$ cat src/eec_pkg.sv
// Shared types, codes and constants for the EEPROM controller register block.
package eec_pkg;

    localparam int unsigned DATA_W  = 8;
    localparam int unsigned TICK_W  = 20;
    localparam int unsigned CTRL_W  = 6;
    localparam int unsigned ECNT_W  = 3;
    localparam int unsigned CFG_AW  = 5;
    localparam int unsigned CFG_DW  = 32;

    // transaction opcodes
    localparam logic [2:0] OP_WRITE = 3'd0;
    localparam logic [2:0] OP_READ  = 3'd1;
    localparam logic [2:0] OP_TICK  = 3'd2;
    localparam logic [2:0] OP_SLEEP = 3'd3;
    localparam logic [2:0] OP_RESET = 3'd4;

    // register selects
    localparam logic [1:0] SEL_ADDR_LO = 2'd0;
    localparam logic [1:0] SEL_ADDR_HI = 2'd1;
    localparam logic [1:0] SEL_DATA    = 2'd2;
    localparam logic [1:0] SEL_CTRL    = 2'd3;

    // control register bit positions
    localparam int unsigned B_EERE  = 0;
    localparam int unsigned B_EEPE  = 1;
    localparam int unsigned B_EEMPE = 2;
    localparam int unsigned B_EERIE = 3;

    // programming modes
    localparam logic [1:0] PM_ERASE_WRITE = 2'd0;
    localparam logic [1:0] PM_ERASE_ONLY  = 2'd1;
    localparam logic [1:0] PM_WRITE_ONLY  = 2'd2;
    localparam logic [1:0] PM_RESERVED    = 2'd3;

    // layout versions
    localparam logic [1:0] VER_NO_IRQ  = 2'd1;
    localparam logic [1:0] VER_NO_MODE = 2'd2;

    // warning codes
    localparam logic [3:0] W_NONE         = 4'd0;
    localparam logic [3:0] W_WR_BUSY      = 4'd1;
    localparam logic [3:0] W_MODE_BUSY    = 4'd2;
    localparam logic [3:0] W_MODE_RSVD    = 4'd3;
    localparam logic [3:0] W_READ_PROG    = 4'd4;
    localparam logic [3:0] W_NO_MASTER    = 4'd5;
    localparam logic [3:0] W_MASTER_BUSY  = 4'd6;
    localparam logic [3:0] W_RD_BUSY      = 4'd7;
    localparam logic [3:0] W_PROG_RSVD    = 4'd8;
    localparam logic [3:0] W_SET_BITS     = 4'd9;

    // configuration register indexes
    localparam logic [2:0] CFG_VERSION  = 3'd0;
    localparam logic [2:0] CFG_SIM_TIME = 3'd1;
    localparam logic [2:0] CFG_ATOMIC   = 3'd2;
    localparam logic [2:0] CFG_ERASE    = 3'd3;
    localparam logic [2:0] CFG_WRITE    = 3'd4;

    localparam logic [ECNT_W-1:0] ENABLE_TICKS = 3'd4;
    localparam logic [CTRL_W-1:0] CTRL_KEEP_BUSY = 6'h32;
    localparam logic [TICK_W-1:0] ATOMIC_RST = 20'd68000;
    localparam logic [TICK_W-1:0] ERASE_RST  = 20'd36000;
    localparam logic [TICK_W-1:0] WRITE_RST  = 20'd36000;
    localparam logic [DATA_W-1:0] ERASED     = 8'hFF;

    typedef struct packed {
        logic [2:0]        op;
        logic [1:0]        reg_sel;
        logic [DATA_W-1:0] wdata;
        logic              sleep_deep;
    } t_in_item;

    typedef struct packed {
        logic [DATA_W-1:0] read_data;
        logic              irq;
        logic              busy_res;
        logic [3:0]        warning;
    } t_out_item;

    typedef enum logic [2:0] {
        S_CLEAR = 3'b001,
        S_IDLE  = 3'b010,
        S_EXEC  = 3'b100
    } t_state;

    // control bits kept from a written byte for each layout version
    function automatic logic [CTRL_W-1:0] ctrl_mask(input logic [1:0] ver);
        logic [CTRL_W-1:0] m;
        m = 6'h3F;
        if (ver == VER_NO_IRQ) begin
            m = 6'h07;
        end else if (ver == VER_NO_MODE) begin
            m = 6'h0F;
        end
        return m;
    endfunction

endpackage

$ cat src/eec_if.sv
// Valid/ready channel carrying one payload item per transaction.
interface eec_if #(
    parameter type T = logic
);
    logic valid;
    logic ready;
    T     data;

    modport source (output valid, output data, input ready);
    modport sink   (input valid, input data, output ready);
endinterface

$ cat src/eeprom_controller_registers.sv
// EEPROM controller: address, data and control registers over a byte cell memory.
// Each accepted transaction is registered and executed in the S_EXEC state, and its
// result is registered in r_out. The cell read at accept and the write-back in the
// execute state hold off the next transaction, accepted only back in S_IDLE.
// Reset: synchronous; a clearing pass then writes every cell to 0xFF, during which
// no transaction is accepted (configuration writes still are).
module eeprom_controller_registers
    import eec_pkg::*;
#(
    parameter int unsigned SIZE = 512
) (
    input  logic              i_clk,
    input  logic              i_rst_n,
    eec_if.sink               i_in,
    eec_if.source             o_out,
    input  logic              i_psel,
    input  logic              i_penable,
    input  logic              i_pwrite,
    input  logic [CFG_AW-1:0] i_paddr,
    input  logic [CFG_DW-1:0] i_pwdata,
    output logic [CFG_DW-1:0] o_prdata,
    output logic              o_pready
);
    localparam int unsigned AW = $clog2(SIZE);
    localparam logic [15:0] AMASK = 16'(SIZE - 1);

    t_state             r_state, n_state;
    logic [AW-1:0]      r_clr_addr;

    logic [1:0]         r_version;
    logic               r_sim_time;
    logic [TICK_W-1:0]  r_atomic_ticks, r_erase_ticks, r_write_ticks;

    logic [DATA_W-1:0]  r_addr_lo, n_addr_lo;
    logic [DATA_W-1:0]  r_addr_hi, n_addr_hi;
    logic [DATA_W-1:0]  r_data, n_data;
    logic [CTRL_W-1:0]  r_ctrl, n_ctrl;
    logic [ECNT_W-1:0]  r_en_cnt, n_en_cnt;
    logic [TICK_W-1:0]  r_busy_cnt, n_busy_cnt;
    logic               r_asleep, n_asleep;

    t_in_item           r_item;
    t_out_item          r_out, n_out;
    logic               r_out_valid;

    logic               in_accept;
    logic               cfg_wr;
    logic [2:0]         cfg_idx;
    logic [15:0]        cur_addr;
    logic               addr_ok;
    logic [DATA_W-1:0]  cell_rd;
    logic [DATA_W-1:0]  cell_new;
    logic               cell_we;
    logic               ram_we;
    logic [AW-1:0]      ram_waddr;
    logic [DATA_W-1:0]  ram_wdata;

    assign cur_addr  = {r_addr_hi, r_addr_lo};
    assign addr_ok   = ({1'b0, cur_addr} < 17'(SIZE));
    assign in_accept = i_in.valid && i_in.ready;
    assign i_in.ready = (r_state == S_IDLE) && (!r_out_valid || o_out.ready);
    assign o_out.valid = r_out_valid;
    assign o_out.data  = r_out;

    // Cell memory: read at accept, write back in the execute cycle or clear sweep
    assign ram_we    = (r_state == S_CLEAR) || cell_we;
    assign ram_waddr = (r_state == S_CLEAR) ? r_clr_addr : cur_addr[AW-1:0];
    assign ram_wdata = (r_state == S_CLEAR) ? ERASED : cell_new;

    eec_ram #(
        .WIDTH(DATA_W),
        .DEPTH(SIZE)
    ) u_cells (
        .i_clk  (i_clk),
        .i_we   (ram_we),
        .i_waddr(ram_waddr),
        .i_wdata(ram_wdata),
        .i_raddr(cur_addr[AW-1:0]),
        .o_rdata(cell_rd)
    );

    // Configuration port
    assign o_pready = 1'b1;
    assign cfg_idx  = i_paddr[4:2];
    assign cfg_wr   = i_psel && i_penable && i_pwrite;

    always_comb begin
        o_prdata = '0;
        unique case (cfg_idx)
            CFG_VERSION:  o_prdata = CFG_DW'(r_version);
            CFG_SIM_TIME: o_prdata = CFG_DW'(r_sim_time);
            CFG_ATOMIC:   o_prdata = CFG_DW'(r_atomic_ticks);
            CFG_ERASE:    o_prdata = CFG_DW'(r_erase_ticks);
            CFG_WRITE:    o_prdata = CFG_DW'(r_write_ticks);
            default:      o_prdata = '0;
        endcase
    end

    always_ff @(posedge i_clk) begin
        if (!i_rst_n) begin
            r_version      <= 2'd3;
            r_sim_time     <= 1'b0;
            r_atomic_ticks <= ATOMIC_RST;
            r_erase_ticks  <= ERASE_RST;
            r_write_ticks  <= WRITE_RST;
        end else if (cfg_wr) begin
            unique case (cfg_idx)
                CFG_VERSION:  r_version      <= i_pwdata[1:0];
                CFG_SIM_TIME: r_sim_time     <= i_pwdata[0];
                CFG_ATOMIC:   r_atomic_ticks <= i_pwdata[TICK_W-1:0];
                CFG_ERASE:    r_erase_ticks  <= i_pwdata[TICK_W-1:0];
                CFG_WRITE:    r_write_ticks  <= i_pwdata[TICK_W-1:0];
                default: ;
            endcase
        end
    end

    // Execute one transaction against the registers and the cell read back
    always_comb begin
        logic [3:0]        warn;
        logic [DATA_W-1:0] rd;
        logic [CTRL_W-1:0] d;
        logic              busy;
        logic [TICK_W-1:0] ticks;
        logic [DATA_W-1:0] wd;

        n_addr_lo  = r_addr_lo;
        n_addr_hi  = r_addr_hi;
        n_data     = r_data;
        n_ctrl     = r_ctrl;
        n_en_cnt   = r_en_cnt;
        n_busy_cnt = r_busy_cnt;
        n_asleep   = r_asleep;
        cell_we    = 1'b0;
        cell_new   = cell_rd;
        warn       = W_NONE;
        rd         = '0;
        ticks      = '0;
        wd         = r_item.wdata;
        d          = wd[CTRL_W-1:0] & ctrl_mask(r_version);
        busy       = r_ctrl[B_EEPE];

        if (r_state == S_EXEC) begin
            case (r_item.op)
                OP_WRITE: begin
                    if (r_item.reg_sel == SEL_CTRL) begin
                        if (d[5:4] != r_ctrl[5:4]) begin
                            if (busy) begin
                                if (warn == W_NONE) warn = W_MODE_BUSY;
                            end else begin
                                if (d[5:4] == PM_RESERVED && warn == W_NONE) warn = W_MODE_RSVD;
                                n_ctrl[5:4] = d[5:4];
                            end
                        end
                        n_ctrl[B_EERIE] = d[B_EERIE];

                        if (d[B_EEPE]) begin
                            if (d[B_EERE]) begin
                                if (warn == W_NONE) warn = W_READ_PROG;
                            end else if (!r_ctrl[B_EEMPE]) begin
                                if (warn == W_NONE) warn = W_NO_MASTER;
                            end else if (addr_ok) begin
                                case (n_ctrl[5:4])
                                    PM_ERASE_WRITE: begin
                                        cell_we  = 1'b1;
                                        cell_new = r_data;
                                        ticks    = r_atomic_ticks;
                                    end
                                    PM_ERASE_ONLY: begin
                                        cell_we  = 1'b1;
                                        cell_new = ERASED;
                                        ticks    = r_erase_ticks;
                                    end
                                    PM_WRITE_ONLY: begin
                                        if ((r_data & ~cell_rd) != '0 && warn == W_NONE) begin
                                            warn = W_SET_BITS;
                                        end
                                        cell_we  = 1'b1;
                                        cell_new = r_data & cell_rd;
                                        ticks    = r_write_ticks;
                                    end
                                    default: begin
                                        if (warn == W_NONE) warn = W_PROG_RSVD;
                                    end
                                endcase
                                if (r_sim_time && ticks != '0) begin
                                    n_ctrl[B_EEPE] = 1'b1;
                                    n_busy_cnt     = ticks;
                                end
                            end
                        end

                        if (d[B_EEPE] || !d[B_EEMPE]) begin
                            n_ctrl[B_EEMPE] = 1'b0;
                            n_en_cnt        = '0;
                        end else if (busy) begin
                            if (warn == W_NONE) warn = W_MASTER_BUSY;
                        end else begin
                            n_ctrl[B_EEMPE] = 1'b1;
                            n_en_cnt        = ENABLE_TICKS;
                        end

                        if (d[B_EERE] && !d[B_EEPE]) begin
                            if (busy) begin
                                if (warn == W_NONE) warn = W_RD_BUSY;
                            end else if (addr_ok) begin
                                n_data = cell_rd;
                            end
                        end
                        n_ctrl[B_EERE] = 1'b0;
                    end else if (busy) begin
                        warn = W_WR_BUSY;
                    end else begin
                        case (r_item.reg_sel)
                            SEL_ADDR_LO: n_addr_lo = wd & AMASK[7:0];
                            SEL_ADDR_HI: n_addr_hi = wd & AMASK[15:8];
                            default:     n_data    = wd;
                        endcase
                    end
                end
                OP_READ: begin
                    case (r_item.reg_sel)
                        SEL_ADDR_LO: rd = r_addr_lo;
                        SEL_ADDR_HI: rd = r_addr_hi;
                        SEL_DATA:    rd = r_data;
                        default:     rd = DATA_W'(r_ctrl);
                    endcase
                end
                OP_TICK: begin
                    if (r_en_cnt != '0) begin
                        n_en_cnt = r_en_cnt - 3'd1;
                        if (r_en_cnt == 3'd1) n_ctrl[B_EEMPE] = 1'b0;
                    end
                    if (r_busy_cnt != '0) begin
                        n_busy_cnt = r_busy_cnt - 20'd1;
                        if (r_busy_cnt == 20'd1) n_ctrl[B_EEPE] = 1'b0;
                    end
                end
                OP_SLEEP: begin
                    n_asleep = r_item.sleep_deep;
                end
                OP_RESET: begin
                    n_asleep  = 1'b0;
                    // a running program keeps its busy bit and mode
                    n_ctrl    = busy ? (r_ctrl & CTRL_KEEP_BUSY) : '0;
                    n_addr_lo = '0;
                    n_addr_hi = '0;
                    n_data    = '0;
                    n_en_cnt  = '0;
                end
                default: ;
            endcase
        end

        n_out.read_data = rd;
        n_out.busy_res  = n_ctrl[B_EEPE];
        n_out.irq       = n_ctrl[B_EERIE] && !n_ctrl[B_EEPE] && !n_asleep;
        n_out.warning   = warn;
    end

    always_comb begin
        n_state = r_state;
        unique case (r_state)
            S_CLEAR: if (r_clr_addr == AW'(SIZE - 1)) n_state = S_IDLE;
            S_IDLE:  if (in_accept) n_state = S_EXEC;
            S_EXEC:  n_state = S_IDLE;
            default: n_state = S_CLEAR;
        endcase
    end

    always_ff @(posedge i_clk) begin
        if (!i_rst_n) begin
            r_state     <= S_CLEAR;
            r_clr_addr  <= '0;
            r_addr_lo   <= '0;
            r_addr_hi   <= '0;
            r_data      <= '0;
            r_ctrl      <= '0;
            r_en_cnt    <= '0;
            r_busy_cnt  <= '0;
            r_asleep    <= 1'b0;
            r_out_valid <= 1'b0;
        end else begin
            r_state <= n_state;
            if (r_state == S_CLEAR) begin
                r_clr_addr <= r_clr_addr + AW'(1);
            end
            r_addr_lo  <= n_addr_lo;
            r_addr_hi  <= n_addr_hi;
            r_data     <= n_data;
            r_ctrl     <= n_ctrl;
            r_en_cnt   <= n_en_cnt;
            r_busy_cnt <= n_busy_cnt;
            r_asleep   <= n_asleep;
            if (r_state == S_EXEC) begin
                r_out_valid <= 1'b1;
            end else if (o_out.ready) begin
                r_out_valid <= 1'b0;
            end
        end
    end

    // Payload registers
    always_ff @(posedge i_clk) begin
        if (in_accept) begin
            r_item <= i_in.data;
        end
        if (r_state == S_EXEC) begin
            r_out <= n_out;
        end
    end

    a_busy_cnt: assert property (@(posedge i_clk) disable iff (!i_rst_n)
        r_ctrl[B_EEPE] == (r_busy_cnt != '0))
        else $error("busy bit and busy countdown disagree");

    a_master_cnt: assert property (@(posedge i_clk) disable iff (!i_rst_n)
        r_ctrl[B_EEMPE] == (r_en_cnt != '0))
        else $error("master enable and its countdown disagree");

    a_exec_result: assert property (@(posedge i_clk) disable iff (!i_rst_n)
        r_state == S_EXEC |=> r_out_valid)
        else $error("executed transaction produced no result");

    a_no_overrun: assert property (@(posedge i_clk) disable iff (!i_rst_n)
        in_accept |-> (!r_out_valid || o_out.ready) && r_state != S_CLEAR)
        else $error("transaction accepted while result slot or memory is not free");
endmodule

$ cat src/eec_ram.sv
// Generic simple dual-port RAM with one write port and a registered read.
module eec_ram #(
    parameter int unsigned WIDTH = 8,
    parameter int unsigned DEPTH = 512
) (
    input  logic                     i_clk,
    input  logic                     i_we,
    input  logic [$clog2(DEPTH)-1:0] i_waddr,
    input  logic [WIDTH-1:0]         i_wdata,
    input  logic [$clog2(DEPTH)-1:0] i_raddr,
    output logic [WIDTH-1:0]         o_rdata
);
    logic [WIDTH-1:0] r_mem [DEPTH];
    logic [WIDTH-1:0] r_rdata;

    always_ff @(posedge i_clk) begin
        if (i_we) begin
            r_mem[i_waddr] <= i_wdata;
        end
        r_rdata <= r_mem[i_raddr];
    end

    assign o_rdata = r_rdata;
endmodule
$ cat src/flat_wrapper.sv
// flat-port wrapper written by rule: the top's interface ports become plain ports
module eeprom_controller_registers_flat import eec_pkg::*;
#(
    parameter int unsigned SIZE = 512
)
  (i_clk, i_rst_n, i_psel, i_penable, i_pwrite, i_paddr, i_pwdata, o_prdata, o_pready, i_in_valid, i_in_data, i_in_ready, o_out_valid, o_out_data, o_out_ready);
  eec_if i_in_i ();
  eec_if o_out_i ();
  input  logic i_clk;
  input  logic i_rst_n;
  input  logic i_psel;
  input  logic i_penable;
  input  logic i_pwrite;
  input  logic [CFG_AW-1:0] i_paddr;
  input  logic [CFG_DW-1:0] i_pwdata;
  output logic [CFG_DW-1:0] o_prdata;
  output logic o_pready;
  input wire logic [$bits(i_in_i.valid)-1:0] i_in_valid;
  input wire logic [$bits(i_in_i.data)-1:0] i_in_data;
  output wire logic [$bits(i_in_i.ready)-1:0] i_in_ready;
  output wire logic [$bits(o_out_i.valid)-1:0] o_out_valid;
  output wire logic [$bits(o_out_i.data)-1:0] o_out_data;
  input wire logic [$bits(o_out_i.ready)-1:0] o_out_ready;
  assign i_in_i.valid = i_in_valid;
  assign i_in_i.data = i_in_data;
  assign i_in_ready = i_in_i.ready;
  assign o_out_valid = o_out_i.valid;
  assign o_out_data = o_out_i.data;
  assign o_out_i.ready = o_out_ready;
  eeprom_controller_registers #(.SIZE(SIZE)) u_core (.i_clk(i_clk), .i_rst_n(i_rst_n), .i_in(i_in_i), .o_out(o_out_i), .i_psel(i_psel), .i_penable(i_penable), .i_pwrite(i_pwrite), .i_paddr(i_paddr), .i_pwdata(i_pwdata), .o_prdata(o_prdata), .o_pready(o_pready));
endmodule
$ cat config.mk
export PLATFORM = sky130hd
export DESIGN_NAME = eeprom_controller_registers_flat
export DESIGN_NICKNAME = d
export VERILOG_FILES = /design/src/eec_pkg.sv /design/src/eec_if.sv /design/src/eeprom_controller_registers.sv /design/src/eec_ram.sv /design/src/flat_wrapper.sv
export SDC_FILE = /design/constraint.sdc
export NUM_CORES = 1
export LEC_CHECK = 0
export ABC_AREA = 0
export BUFFER_PORTS_ARGS = -buffer_cell sky130_fd_sc_hd__buf_2
export CAP_MARGIN = 15
export CORE_MARGIN = 3
export CORE_UTILIZATION = 54
export DETAILED_ROUTE_END_ITERATION = 8
export PLACE_DENSITY = 0.8
export SLEW_MARGIN = 20
export SYNTH_ARGS = -nofsm -noshare
export SYNTH_HDL_FRONTEND = slang
export SYNTH_SLANG_ARGS = --single-unit
export TNS_END_PERCENT = 50
$ cat constraint.sdc
create_clock -name i_clk -period 2 [get_ports i_clk]
set_input_delay 0.3 -clock i_clk [delete_from_list [all_inputs] [get_ports i_clk]]
set_output_delay 0.3 -clock i_clk [all_outputs]
set_load 0.005 [all_outputs]
==> run metrics, run 1 <==
Antenna Nets Post-Route 0; type of origin of the critical path register; beginning of the worst hold path i_in_valid; count leader, synth dfxtp_1; post-route cell area a little over 4000 sq um; HPWL after DPL about 5.2 mm; Post-synth top flop dfxtp_1; minimum clock period around 1.7 ns; fraction of registers with async set/reset 0%; H-Tree Depth 3; Routed WL ~7.7 mm; PwrDens between 700 and 800 nW/um^2; CTS Root Cell clkbuf_8; CORE AREA 6390 sq um; Yosys top cell area share a little over two fifths; WP data required about 1.7 ns; Reg area roughly 1500 sq um; TritonCTS Sinks 76; Multi-input gate area approximately 1800 sq um; Placed Cells incl. Taps a little under 500; std cell rows 29; # resized after CTS 0; Pins Over Slew Limit 0; fmax a little under 0.6 GHz; worst hold path type input pin to register; synthesized flop and latch total 76; Die Width roughly 87 um; GRT Total Usage between 20 and 25%; Worst-Margin Slew 0.658 ns; nets between 400 and 500; Post-DP Area 3840 sq um; Area contributors post-synth dfxtp_1 43%, mux2i_1 20%, nand2_1 7.0%; Synth cell types 40; FF-to-FF path depth 3; reg-to-reg startpoint u_core.r_state[0]; largest net degree at the start of global routing between 70 and 80; leading cell types by count after synthesis 76 x dfxtp_1, 73 x mux2i_1, 67 x nand2_1; Final Skew slightly above 0.005 ns; I/O Buffers ~50; RePlAce Congestion approximately 0.80; Mapped Cells around 390; Critical Setup Path Class register to output port; RSZ-0062 raised after global routing no; crit share post-route 86.6%; Fillers 541; DRT iter0 DRCs ~170; status completed; first-pass GRT wire length between 10 and 15 mm; final hold vios 0; First-pass DRT Iterations 4; DR vias 2841; syn avg cell area roughly 9.3 sq um; vias in the first global route around 2700; routed len/inst around 15 um; Max Cap Violations 0; # IOs 81; initial core utilization a little under three fifths; critical-path maximum fanout 5; CTS tree built; post-CTS setup buffer count 0; area of the die roughly 7600 sq um; yosys warns 0; total gr overflow 0; total negative setup slack 0 ns; vias per inst between 5 and 6; worst reg2reg endpoint u_core.r_clr_addr[5]; Hold Crit Depth 3; cell area after technology mapping between 3000 and 4000 sq um; register area share after synthesis around 43%; number of buffers created by CTS 9; DRC 0; cts hold-fix bufs 0; share of cells above drive strength 1 between 10% and 20%; Slew HR between 50% and 60%; Worst VDD drop 0.373 mV; Post-synth EDFFs 0; # diodes 0; Hold EP u_core.r_state[2]; die height 87.3 um; Setup Viol. Count Final 0; antenna violations before repair 0; area grow syn2layout 12.9%; Clock Latency Late Sink about 0.35 ns; CTS clk-pin slew, worst paths ~0.08 ns; CP arrival 1.43 ns; Leak between 1.5 and 2 nW; Non-Filler Instances approximately 500; flop-to-flop setup slack ~0.40 ns; area leader, netlist dfxtp_1; clock tree buffer depth 2; crit end category output port
routing by layer:
| layer | up-vias | part of all wire (%) | global-route usage [%] |
|---|---|---|---|
| li1 | 1411 | - | - |
| met4 | 0 | 1.2 | 7.39 |
| met3 | 9 | 5.6 | 5.58 |
| met2 | 79 | 49 | 34.0 |
| met5 | - | 0 | 0 |
| met1 | 1342 | 44 | 26.1 |
power breakdown:
group / total (mW) / internal, mW / switching [mW] / leakage (nW)
logic: 0.231 / 0.0903 / 0.141 / 1.05
clock network: 1.08 / 0.517 / 0.564 / 0.0876
registers: 1.54 / 1.53 / 0.0106 / 0.614
total: 2.85 / 2.14 / 0.716 / 1.75
kinds of logic (layout without fill, tap and decap cells):
group	count (synthesis)	after routing	synth area share [%]
AND/OR/NAND/NOR	119	119	15.3
flip-flops	76	76	42.6
multiplexers	73	73	20.5
AO/OA/AOI/OAI	62	62	12.5
buffers and inverters	51	89	7.99
adder cells (fa/ha/maj)	2	2	0.700
other	2	14	0.210
XOR/XNOR	1	1	0.245
registers in the layout, indices dropped and copies added (netlist names):
signal / cells
u_core.r_state: 3
u_core.r_version: 2
u_core.o_out.valid: 1
u_core.r_write_ticks: 20
u_core.r_clr_addr: 9
u_core.r_sim_time: 1
u_core.r_erase_ticks: 20
u_core.r_atomic_ticks: 20
critical path, cell delays in order, from the launching register on:
cell and delay [ns]:
dfxtp_1 0.38, or3b_2 0.48, nor2_1 0.11, buf_2 0.11
layout by cell type, fill, tap and decap left out, drive strengths merged, types with 5 or more instances in the layout:
cell type | netlist | routed
nor2 | 21 | 21
buf | 28 | 65
nand3 | 5 | 5
conb | 2 | 14
a21oi | 7 | 7
inv | 8 | 8
clkbuf | 15 | 11
o2bb2ai | 19 | 19
nand2b | 6 | 6
o211ai | 7 | 7
o21ai | 14 | 14
o311ai | 5 | 5
mux2i | 73 | 73
dfxtp | 76 | 76
nand2 | 67 | 67
how the worst max path moves through the flow:
stage | slack (ns) | startpoint | end | depth (start not counted)
detailed placement | 0.31 | i_paddr[3] | u_core.r_erase_ticks[9] | 4
global placement | 0.35 | i_paddr[3] | u_core.r_erase_ticks[3] | 4
CTS | 0.25 | u_core.r_state[1] | i_in_ready | 3
floorplan | 0.44 | i_paddr[2] | o_prdata[19] | 5
finish | 0.27 | u_core.r_state[1] | i_in_ready | 3
global route | 0.19 | u_core.r_state[1] | i_in_ready | 3
per-stage QoR:
| stage | hold WS, ns | setup slack (ns) | power [mW] | utilization, % |
|---|---|---|---|---|
| 4_1_cts | 0.175 | 0.251 | 2.88 | 63.1 |
| 2_1_floorplan | 0.426 | 0.438 | 1.73 | - |
| 5_1_grt | 0.196 | 0.193 | 2.97 | 63.1 |
| 3_5_place_dp | 0.449 | 0.310 | 1.80 | 60.2 |
| 6_report | 0.189 | 0.269 | 2.85 | 63.1 |
| 3_3_place_gp | 0.442 | 0.349 | 1.80 | 60.2 |
area by class of cell:
cell class	count	share of cell area (%)
clock buffers	11	3.76
repair buffers	65	9.56
inverters	8	0.745
multi-input cells	271	44.9
clock inverters	5	0.900
flip-flops and latches	76	37.7
well taps	77	2.39
No activity file was read; power rests on OpenSTA's default activity.
==> run 2: changes to the inputs <==
--- a/config.mk
+++ b/config.mk
@@ -5,13 +5,13 @@
 export SDC_FILE = /design/constraint.sdc
 export NUM_CORES = 1
 export LEC_CHECK = 0
-export ABC_AREA = 0
+export ABC_AREA = 1
 export BUFFER_PORTS_ARGS = -buffer_cell sky130_fd_sc_hd__buf_2
 export CAP_MARGIN = 15
 export CORE_MARGIN = 3
-export CORE_UTILIZATION = 54
+export CORE_UTILIZATION = 53
 export DETAILED_ROUTE_END_ITERATION = 8
-export PLACE_DENSITY = 0.8
+export PLACE_DENSITY = 0.79
 export SLEW_MARGIN = 20
 export SYNTH_ARGS = -nofsm -noshare
 export SYNTH_HDL_FRONTEND = slang
==> run 2 against run 1 <==
  * Maximum frequency down 1.0%
  * Worst hold slack worse by 0.020 ns
  * Via count up 14%
  * Cell count up 20%
  * Global-route usage up 1.9 points
  * Sequential share of layout area up 1.1 points
  * Register-to-register slack better by 0.17 ns
  * Worst setup slack worse by 0.018 ns
  * Sequential power about the same
  * Die area down 1.3%
==> run metrics, run 2 <==
total gr overflow 0 (unchanged); First-pass DRT Iterations 5 (+1); Area contributors post-synth dfxtp_1 44%, nand2_1 13%, nor2_1 11%; Clock Latency Late Sink 0.35 ns (about the same); worst reg2reg endpoint u_core.r_state[1]; Buffers & Inverters on Critical Path 5 (+4); DR vias 3234 (+14%); biggest regs u_core.r_atomic_ticks (20), u_core.r_erase_ticks (20), u_core.r_write_ticks (20); Routed WL 8.22 mm (+7.2%); vias per inst 5.23 (-5.5%); Final Skew 0.00179 ns (-0.00330 ns); beginning of the worst hold path i_pwdata[15]; GRT Total Usage 22.7% (+1.9 points); Die Width 86.8 um (-0.65%); clock tree buffer depth 2 (unchanged); RePlAce Congestion 0.791 (-0.79%); Pins Over Slew Limit 0 (unchanged); Antenna Nets Post-Route 0 (unchanged); Placement Setup Slack 0.274 ns (-0.0357 ns); family with the most delay on the worst path buffers and inverters; number of buffers created by CTS 9 (unchanged); final hold vios 0 (unchanged); Hold EP u_core.r_write_ticks[15]; # IOs 81 (unchanged); area of the die 7530 sq um (-1.3%); CORE AREA 6130 sq um (-4.0%); status completed; antenna violations before repair 0 (unchanged); crit-path cells buf_2 > inv_2 > nand3_2 > inv_1 > buf_4 > nand2_1 > nand3_1 > buf_2; vias in the first global route 2970 (+11%); leading cell types by count after synthesis 120 x nand2_1, 105 x nor2_1, 76 x dfxtp_1; yosys warns 0 (unchanged); FF-to-FF path depth 8 (+5); Post-synth EDFFs 0 (unchanged); RSZ-0062 raised after global routing no; share of cells above drive strength 1 17.1% (-2.8 points); Synth cell types 27 (-33%); type of origin of the critical path input pin; largest net degree at the start of global routing 52 (-30%); area leader, netlist dfxtp_1; Setup Viol. Count Final 0 (unchanged); count leader, synth nand2_1; I/O Buffers 51 (unchanged); HPWL after DPL 5.27 mm (+1.3%); PwrDens 863 nW/um^2 (+22%); DRC 0 (unchanged); most frequent cells in the layout 120 x nand2_1, 105 x nor2_1, 76 x dfxtp_1; area grow syn2layout 13.2%; worst hold path type input pin to register; minimum clock period 1.75 ns (+0.0183 ns); WP data required 1.70 ns (about the same); cts hold-fix bufs 0 (unchanged); most frequent CP cell buf_2; PnR worst setup slack 0.251 ns (-0.0183 ns); Max Cap Violations 0 (unchanged); Slowest Stage Delay on Critical Path 0.29 ns (-0.19 ns); CTS clk-pin slew, worst paths 0.08 ns (about the same); Post-synth top flop dfxtp_1; post-CTS setup buffer count 0 (unchanged); total negative setup slack 0 ns (unchanged); initial core utilization 56.4% (+0.45 points); flop-to-flop setup slack 0.57 ns (+0.17 ns); # resized after CTS 0 (unchanged); register area share after synthesis 44.0% (+1.4 points); Mapped Cells 494 (+28%); std cell rows 28 (-3.4%); Leak 1.91 nW (+9.1%); cell area after technology mapping 3460 sq um (-3.2%); crit share post-route 87.5% (+0.91 points); H-Tree Depth 3 (unchanged); reg-to-reg startpoint u_core.r_clr_addr[0]; DRT iter0 DRCs 248 (+50%); die height 86.8 um (-0.65%); syn avg cell area 7.00 sq um (-24%); # diodes 0 (unchanged); Yosys top cell area share 44.0% (+1.4 points); most common cell after layout, fill and taps aside nand2_1; nets 585 (+22%); first-pass GRT wire length 13.5 mm (+9.1%); Worst VDD drop 0.878 mV (+140%); CP arrival 1.45 ns (+0.02 ns); CTS tree built; fraction of registers with async set/reset 0% (unchanged); crit end category output port; Critical Setup Path Class input pin to output port; synthesized flop and latch total 76 (unchanged); fmax 0.572 GHz (-1.0%); CTS Root Cell clkbuf_8; slowest cell on the critical path inv_1; critical-path maximum fanout 9 (+4); WHS 0.169 ns (-0.0204 ns); routed len/inst 13.3 um (-11%); Hold Crit Depth 3 (unchanged); TritonCTS Sinks 76 (unchanged)
run 2: cell types whose count changed after synthesis, moves of 10 or more:
| cell | previous run | this run |
|---|---|---|
| nor2_1 | 19 | 105 |
| clkbuf_1 | 15 | 5 |
| o21ai_1 | 0 | 22 |
| o2bb2ai_1 | 19 | 0 |
| inv_1 | 8 | 21 |
| mux2i_1 | 73 | 0 |
| o21ai_0 | 14 | 25 |
| nand2_1 | 67 | 120 |
| nand3_1 | 5 | 50 |
run 2: worst max path at each step:
| stage | start | endpoint | slack (ns) | cells past startpoint |
|---|---|---|---|---|
| 6_report | i_paddr[4] | o_prdata[10] | 0.25 | 8 |
| 5_1_grt | i_paddr[4] | o_prdata[5] | 0.17 | 8 |
| 4_1_cts | i_paddr[4] | o_prdata[11] | 0.25 | 8 |
| 3_5_place_dp | i_paddr[4] | o_prdata[11] | 0.27 | 8 |
| 3_3_place_gp | i_paddr[4] | o_prdata[11] | 0.28 | 8 |
| 2_1_floorplan | i_paddr[4] | o_prdata[0] | 0.77 | 7 |
run 2: tightest hold or removal path: cells and delay by family:
| family | cells | cell delay (ns) |
|---|---|---|
| buf+inv | 1 | 0.10 |
| simple gates | 2 | 0.10 |
run 2: layout make-up:
| type | count | area, sq um |
|---|---|---|
| multi-input cells | 362 | 1580 |
| flip-flops and latches | 76 | 1520 |
| inverters | 28 | 105 |
| well taps | 75 | 93.8 |
| clock inverters | 6 | 135 |
| repair buffers | 61 | 343 |
| fillers | 534 | 2220 |
| clock buffers | 10 | 138 |
run 2: logic make-up after synthesis:
family                     Yosys count  share of synthesized area [%]
and+or+nand+nor                    291                           35.3
xor gates and xnor gates             1                          0.253
other                                2                          0.217
DFF                                 76                           44.0
buffers and inverters               68                           11.6
AOI/OAI and AO/OA                   54                           7.89
adders and majority gates            2                          0.724
run 2: per-stage QoR:
step | area (sq um) | std cells | total power [mW] | utilization [%]
final | 3920 | 618 | 3.38 | 63.9
after global routing | 3920 | 618 | 3.50 | 63.9
after CTS | 3920 | 618 | 3.39 | 63.9
after detailed placement | 3640 | 602 | 1.84 | 59.4
after global placement | 3640 | 602 | 1.83 | 59.4
after floorplan | 3500 | 506 | 1.76 | -
run 2: where the power goes:
part	internal, mW	leakage (nW)	total, mW	switching [mW]
clock network	0.989	0.129	1.57	0.582
registers	1.54	0.615	1.57	0.0216
logic	0.0872	1.17	0.241	0.154
run 2: routing by layer:
metal  wire, um  track usage [%]  vias up  share of wire (%)
met4        173             11.3        0                2.1
met1       3560             27.1     1489                 43
met2       3970             37.7      109                 48
met5          0                0        -                  0
li1           -                -     1618                  -
met3        524             5.70       18                6.4
==> run 3: changes to the inputs <==
--- a/config.mk
+++ b/config.mk
@@ -9,9 +9,10 @@
 export BUFFER_PORTS_ARGS = -buffer_cell sky130_fd_sc_hd__buf_2
 export CAP_MARGIN = 15
 export CORE_MARGIN = 3
-export CORE_UTILIZATION = 53
+export CORE_UTILIZATION = 58
+export CTS_CLUSTER_SIZE = 8
 export DETAILED_ROUTE_END_ITERATION = 8
-export PLACE_DENSITY = 0.79
+export PLACE_DENSITY = 0.85
 export SLEW_MARGIN = 20
 export SYNTH_ARGS = -nofsm -noshare
 export SYNTH_HDL_FRONTEND = slang
==> constraint.sdc (replaced) <==
create_clock -name i_clk -period 2.2 [get_ports i_clk]
set_input_delay 0.33 -clock i_clk [delete_from_list [all_inputs] [get_ports i_clk]]
set_output_delay 0.33 -clock i_clk [all_outputs]
set_load 0.005 [all_outputs]
==> run 3 against run 2 <==
  * Cell area decreased by 1.3%
  * Utilization increased by 4.6 points
  * Flip-flop and latch count unchanged
  * Worst setup slack improved by 0.12 ns
==> run metrics, run 3 (same netlist as run 2, synthesis figures left out) <==
Antenna Nets Post-Route 0 (unchanged); PnR worst setup slack 0.372 ns (+0.121 ns); FF-to-FF path depth 8 (unchanged); DRC 0 (unchanged); Hold EP u_core.r_write_ticks[7]; worst hold path type input pin to register; total gr overflow 0 (unchanged); most common cell after layout, fill and taps aside nand2_1; H-Tree Depth 3 (unchanged); critical-path maximum fanout 10 (+1); Die Width 83.2 um (-4.1%); CORE AREA 5640 sq um (-8.0%); std cell rows 27 (-3.6%); CP arrival 1.50 ns (+0.05 ns); CTS clk-pin slew, worst paths 0.07 ns (about the same); GRT Total Usage 24.4% (+1.7 points); Pins Over Slew Limit 0 (unchanged); highest metal used met4; CTS Root Cell clkbuf_8; most frequent CP cell buf_2; # IOs 81 (unchanged); status completed; first-pass GRT wire length 13.9 mm (+2.5%); minimum clock period 1.83 ns; post-CTS setup buffer count 0 (unchanged); reg-to-reg startpoint u_core.r_clr_addr[0]; crit share post-route approximately 83%; vias in the first global route 3061 (+3.1%); final hold vios 0 (unchanged); beginning of the worst hold path i_pwdata[7]; Psw 0.673 mW (-11%); Fillers 463 (-13%); die height 83.2 um (-4.1%); HPWL after DPL 5.34 mm (+1.3%); Max Cap Violations 0 (unchanged); cell internal pwr 2.15 mW (-18%); switching share of power 23.9% (+1.4 points); WP data required 1.87 ns (+0.17 ns); total negative setup slack 0 ns (unchanged); crit end category output port; Clock Power Share 41.7% (-4.8 points); Slowest Stage Delay on Critical Path 0.33 ns (+0.04 ns); TritonCTS Sinks 76 (unchanged); Post-DP Area 3650 sq um (+0.10%); clock tree buffer depth 2 (unchanged); Routed WL 8.08 mm (-1.7%); vias per inst 5.27 (+0.76%); share of cells above drive strength 1 17.1% (-0.031 points); Buffers & Inverters on Critical Path 5 (unchanged); most frequent cells in the layout 120 x nand2_1, 105 x nor2_1, 76 x dfxtp_1; First-pass DRT Iterations 5 (unchanged); DRT iter0 DRCs 223 (-10%); Critical Setup Path Class input pin to output port; Hold Crit Depth 3 (unchanged); initial core utilization 61.3% (+4.9 points); routed len/inst 13.1 um (-1.3%); CTS tree built; Final Skew 0.00330 ns (+0.00150 ns); M1 WL 3.52 mm (-1.1%); combinational share of power 7.8% (+0.7 points); area of the die 6920 sq um (-8.0%); DR vias 3248 (+0.43%); RePlAce Congestion 0.810 (+2.4%); antenna violations before repair 0 (unchanged); met3 wire length 636 um (+21%); flop-to-flop setup slack 0.83 ns (+0.26 ns); met2 routed wirelength 3.84 mm (-3.1%); Worst VDD drop 0.413 mV (-53%); worst reg2reg endpoint u_core.r_state[1]; cts hold-fix bufs 0 (unchanged); slowest cell on the critical path inv_1; PwrDens 730 nW/um^2 (-15%); Clock Latency Late Sink 0.35 ns (about the same); nets 586 (+0.17%); largest net degree at the start of global routing 31 (-40%); type of origin of the critical path input pin; fmax between 0.5 and 0.6 GHz; area grow syn2layout 11.7%; sequential share of power 50.4% (+4.1 points); Leak 1.90 nW (-0.57%); biggest regs u_core.r_atomic_ticks (20), u_core.r_erase_ticks (20), u_core.r_write_ticks (20); Setup Viol. Count Final 0 (unchanged); post-route cell area 3860 sq um (-1.3%); crit-path cells buf_2 > inv_2 > nand3_2 > inv_1 > buf_4 > nand2_1 > nand3_1 > buf_2; Placement Setup Slack 0.417 ns (+0.143 ns); I/O Buffers 51 (unchanged); # diodes 0 (unchanged); Setup crit start i_paddr[4]; family with the most delay on the worst path buffers and inverters; RSZ-0062 raised after global routing no; number of buffers created by CTS 9 (unchanged); # resized after CTS 0 (unchanged)
-- run 3: changes by cell type in the layout (fill, tap and decap cells not counted) --
cell	before	now
clkinv_2	0	3
buf_4	9	10
bufinv_16	4	2
clkinvlp_4	2	0
clkbuf_1	0	1
-- run 3: worst max path at each step --
stage / slack (ns) / to / cells after the start
after global placement: 0.44 / o_prdata[10] / 8
after detailed placement: 0.42 / o_prdata[10] / 8
after floorplan: 0.91 / o_prdata[0] / 7
after global routing: 0.32 / o_prdata[15] / 8
final: 0.37 / o_prdata[15] / 8
after CTS: 0.39 / o_prdata[15] / 8
-- run 3: area by class of cell --
type / count / area, sq um / area share (%)
multi-input combinational: 362 / 1580 / 40.9
sequential: 76 / 1520 / 39.4
timing repair buffer: 62 / 350 / 9.07
clock buffer: 11 / 141 / 3.66
inverter: 28 / 105 / 2.72
tap: 72 / 90.1 / 2.33
clock inverter: 5 / 75.1 / 1.94
-- run 3: power groups by stage --
stage	logic, mW	registers (mW)	clock network (mW)
after floorplan	0.151	1.45	0
after global placement	0.211	1.45	0
after detailed placement	0.217	1.45	0
after CTS	0.219	1.42	1.19
after global routing	0.249	1.43	1.26
final	0.221	1.42	1.18
-- run 3: per-layer routing --
metal	global-route usage (%)	vias to the layer above
met2	40.3	126
met5	0	-
li1	-	1619
met1	29.9	1490
met4	8.17	0
met3	7.84	13
-- run 3: worst min-delay path, cell delays in order --
cell     delay, ns
buf_2         0.10
nand2_1       0.05
nand3_1       0.05
-- run 3: metrics by stage --
step	instances	utilization (%)	hold WS, ns	power, mW
finish	616	68.5	0.213	2.82
global placement	600	64.6	0.431	1.66
detailed placement	600	64.6	0.452	1.67
global route	616	68.5	0.220	2.93
CTS	616	68.5	0.198	2.83
floorplan	506	-	0.421	1.60
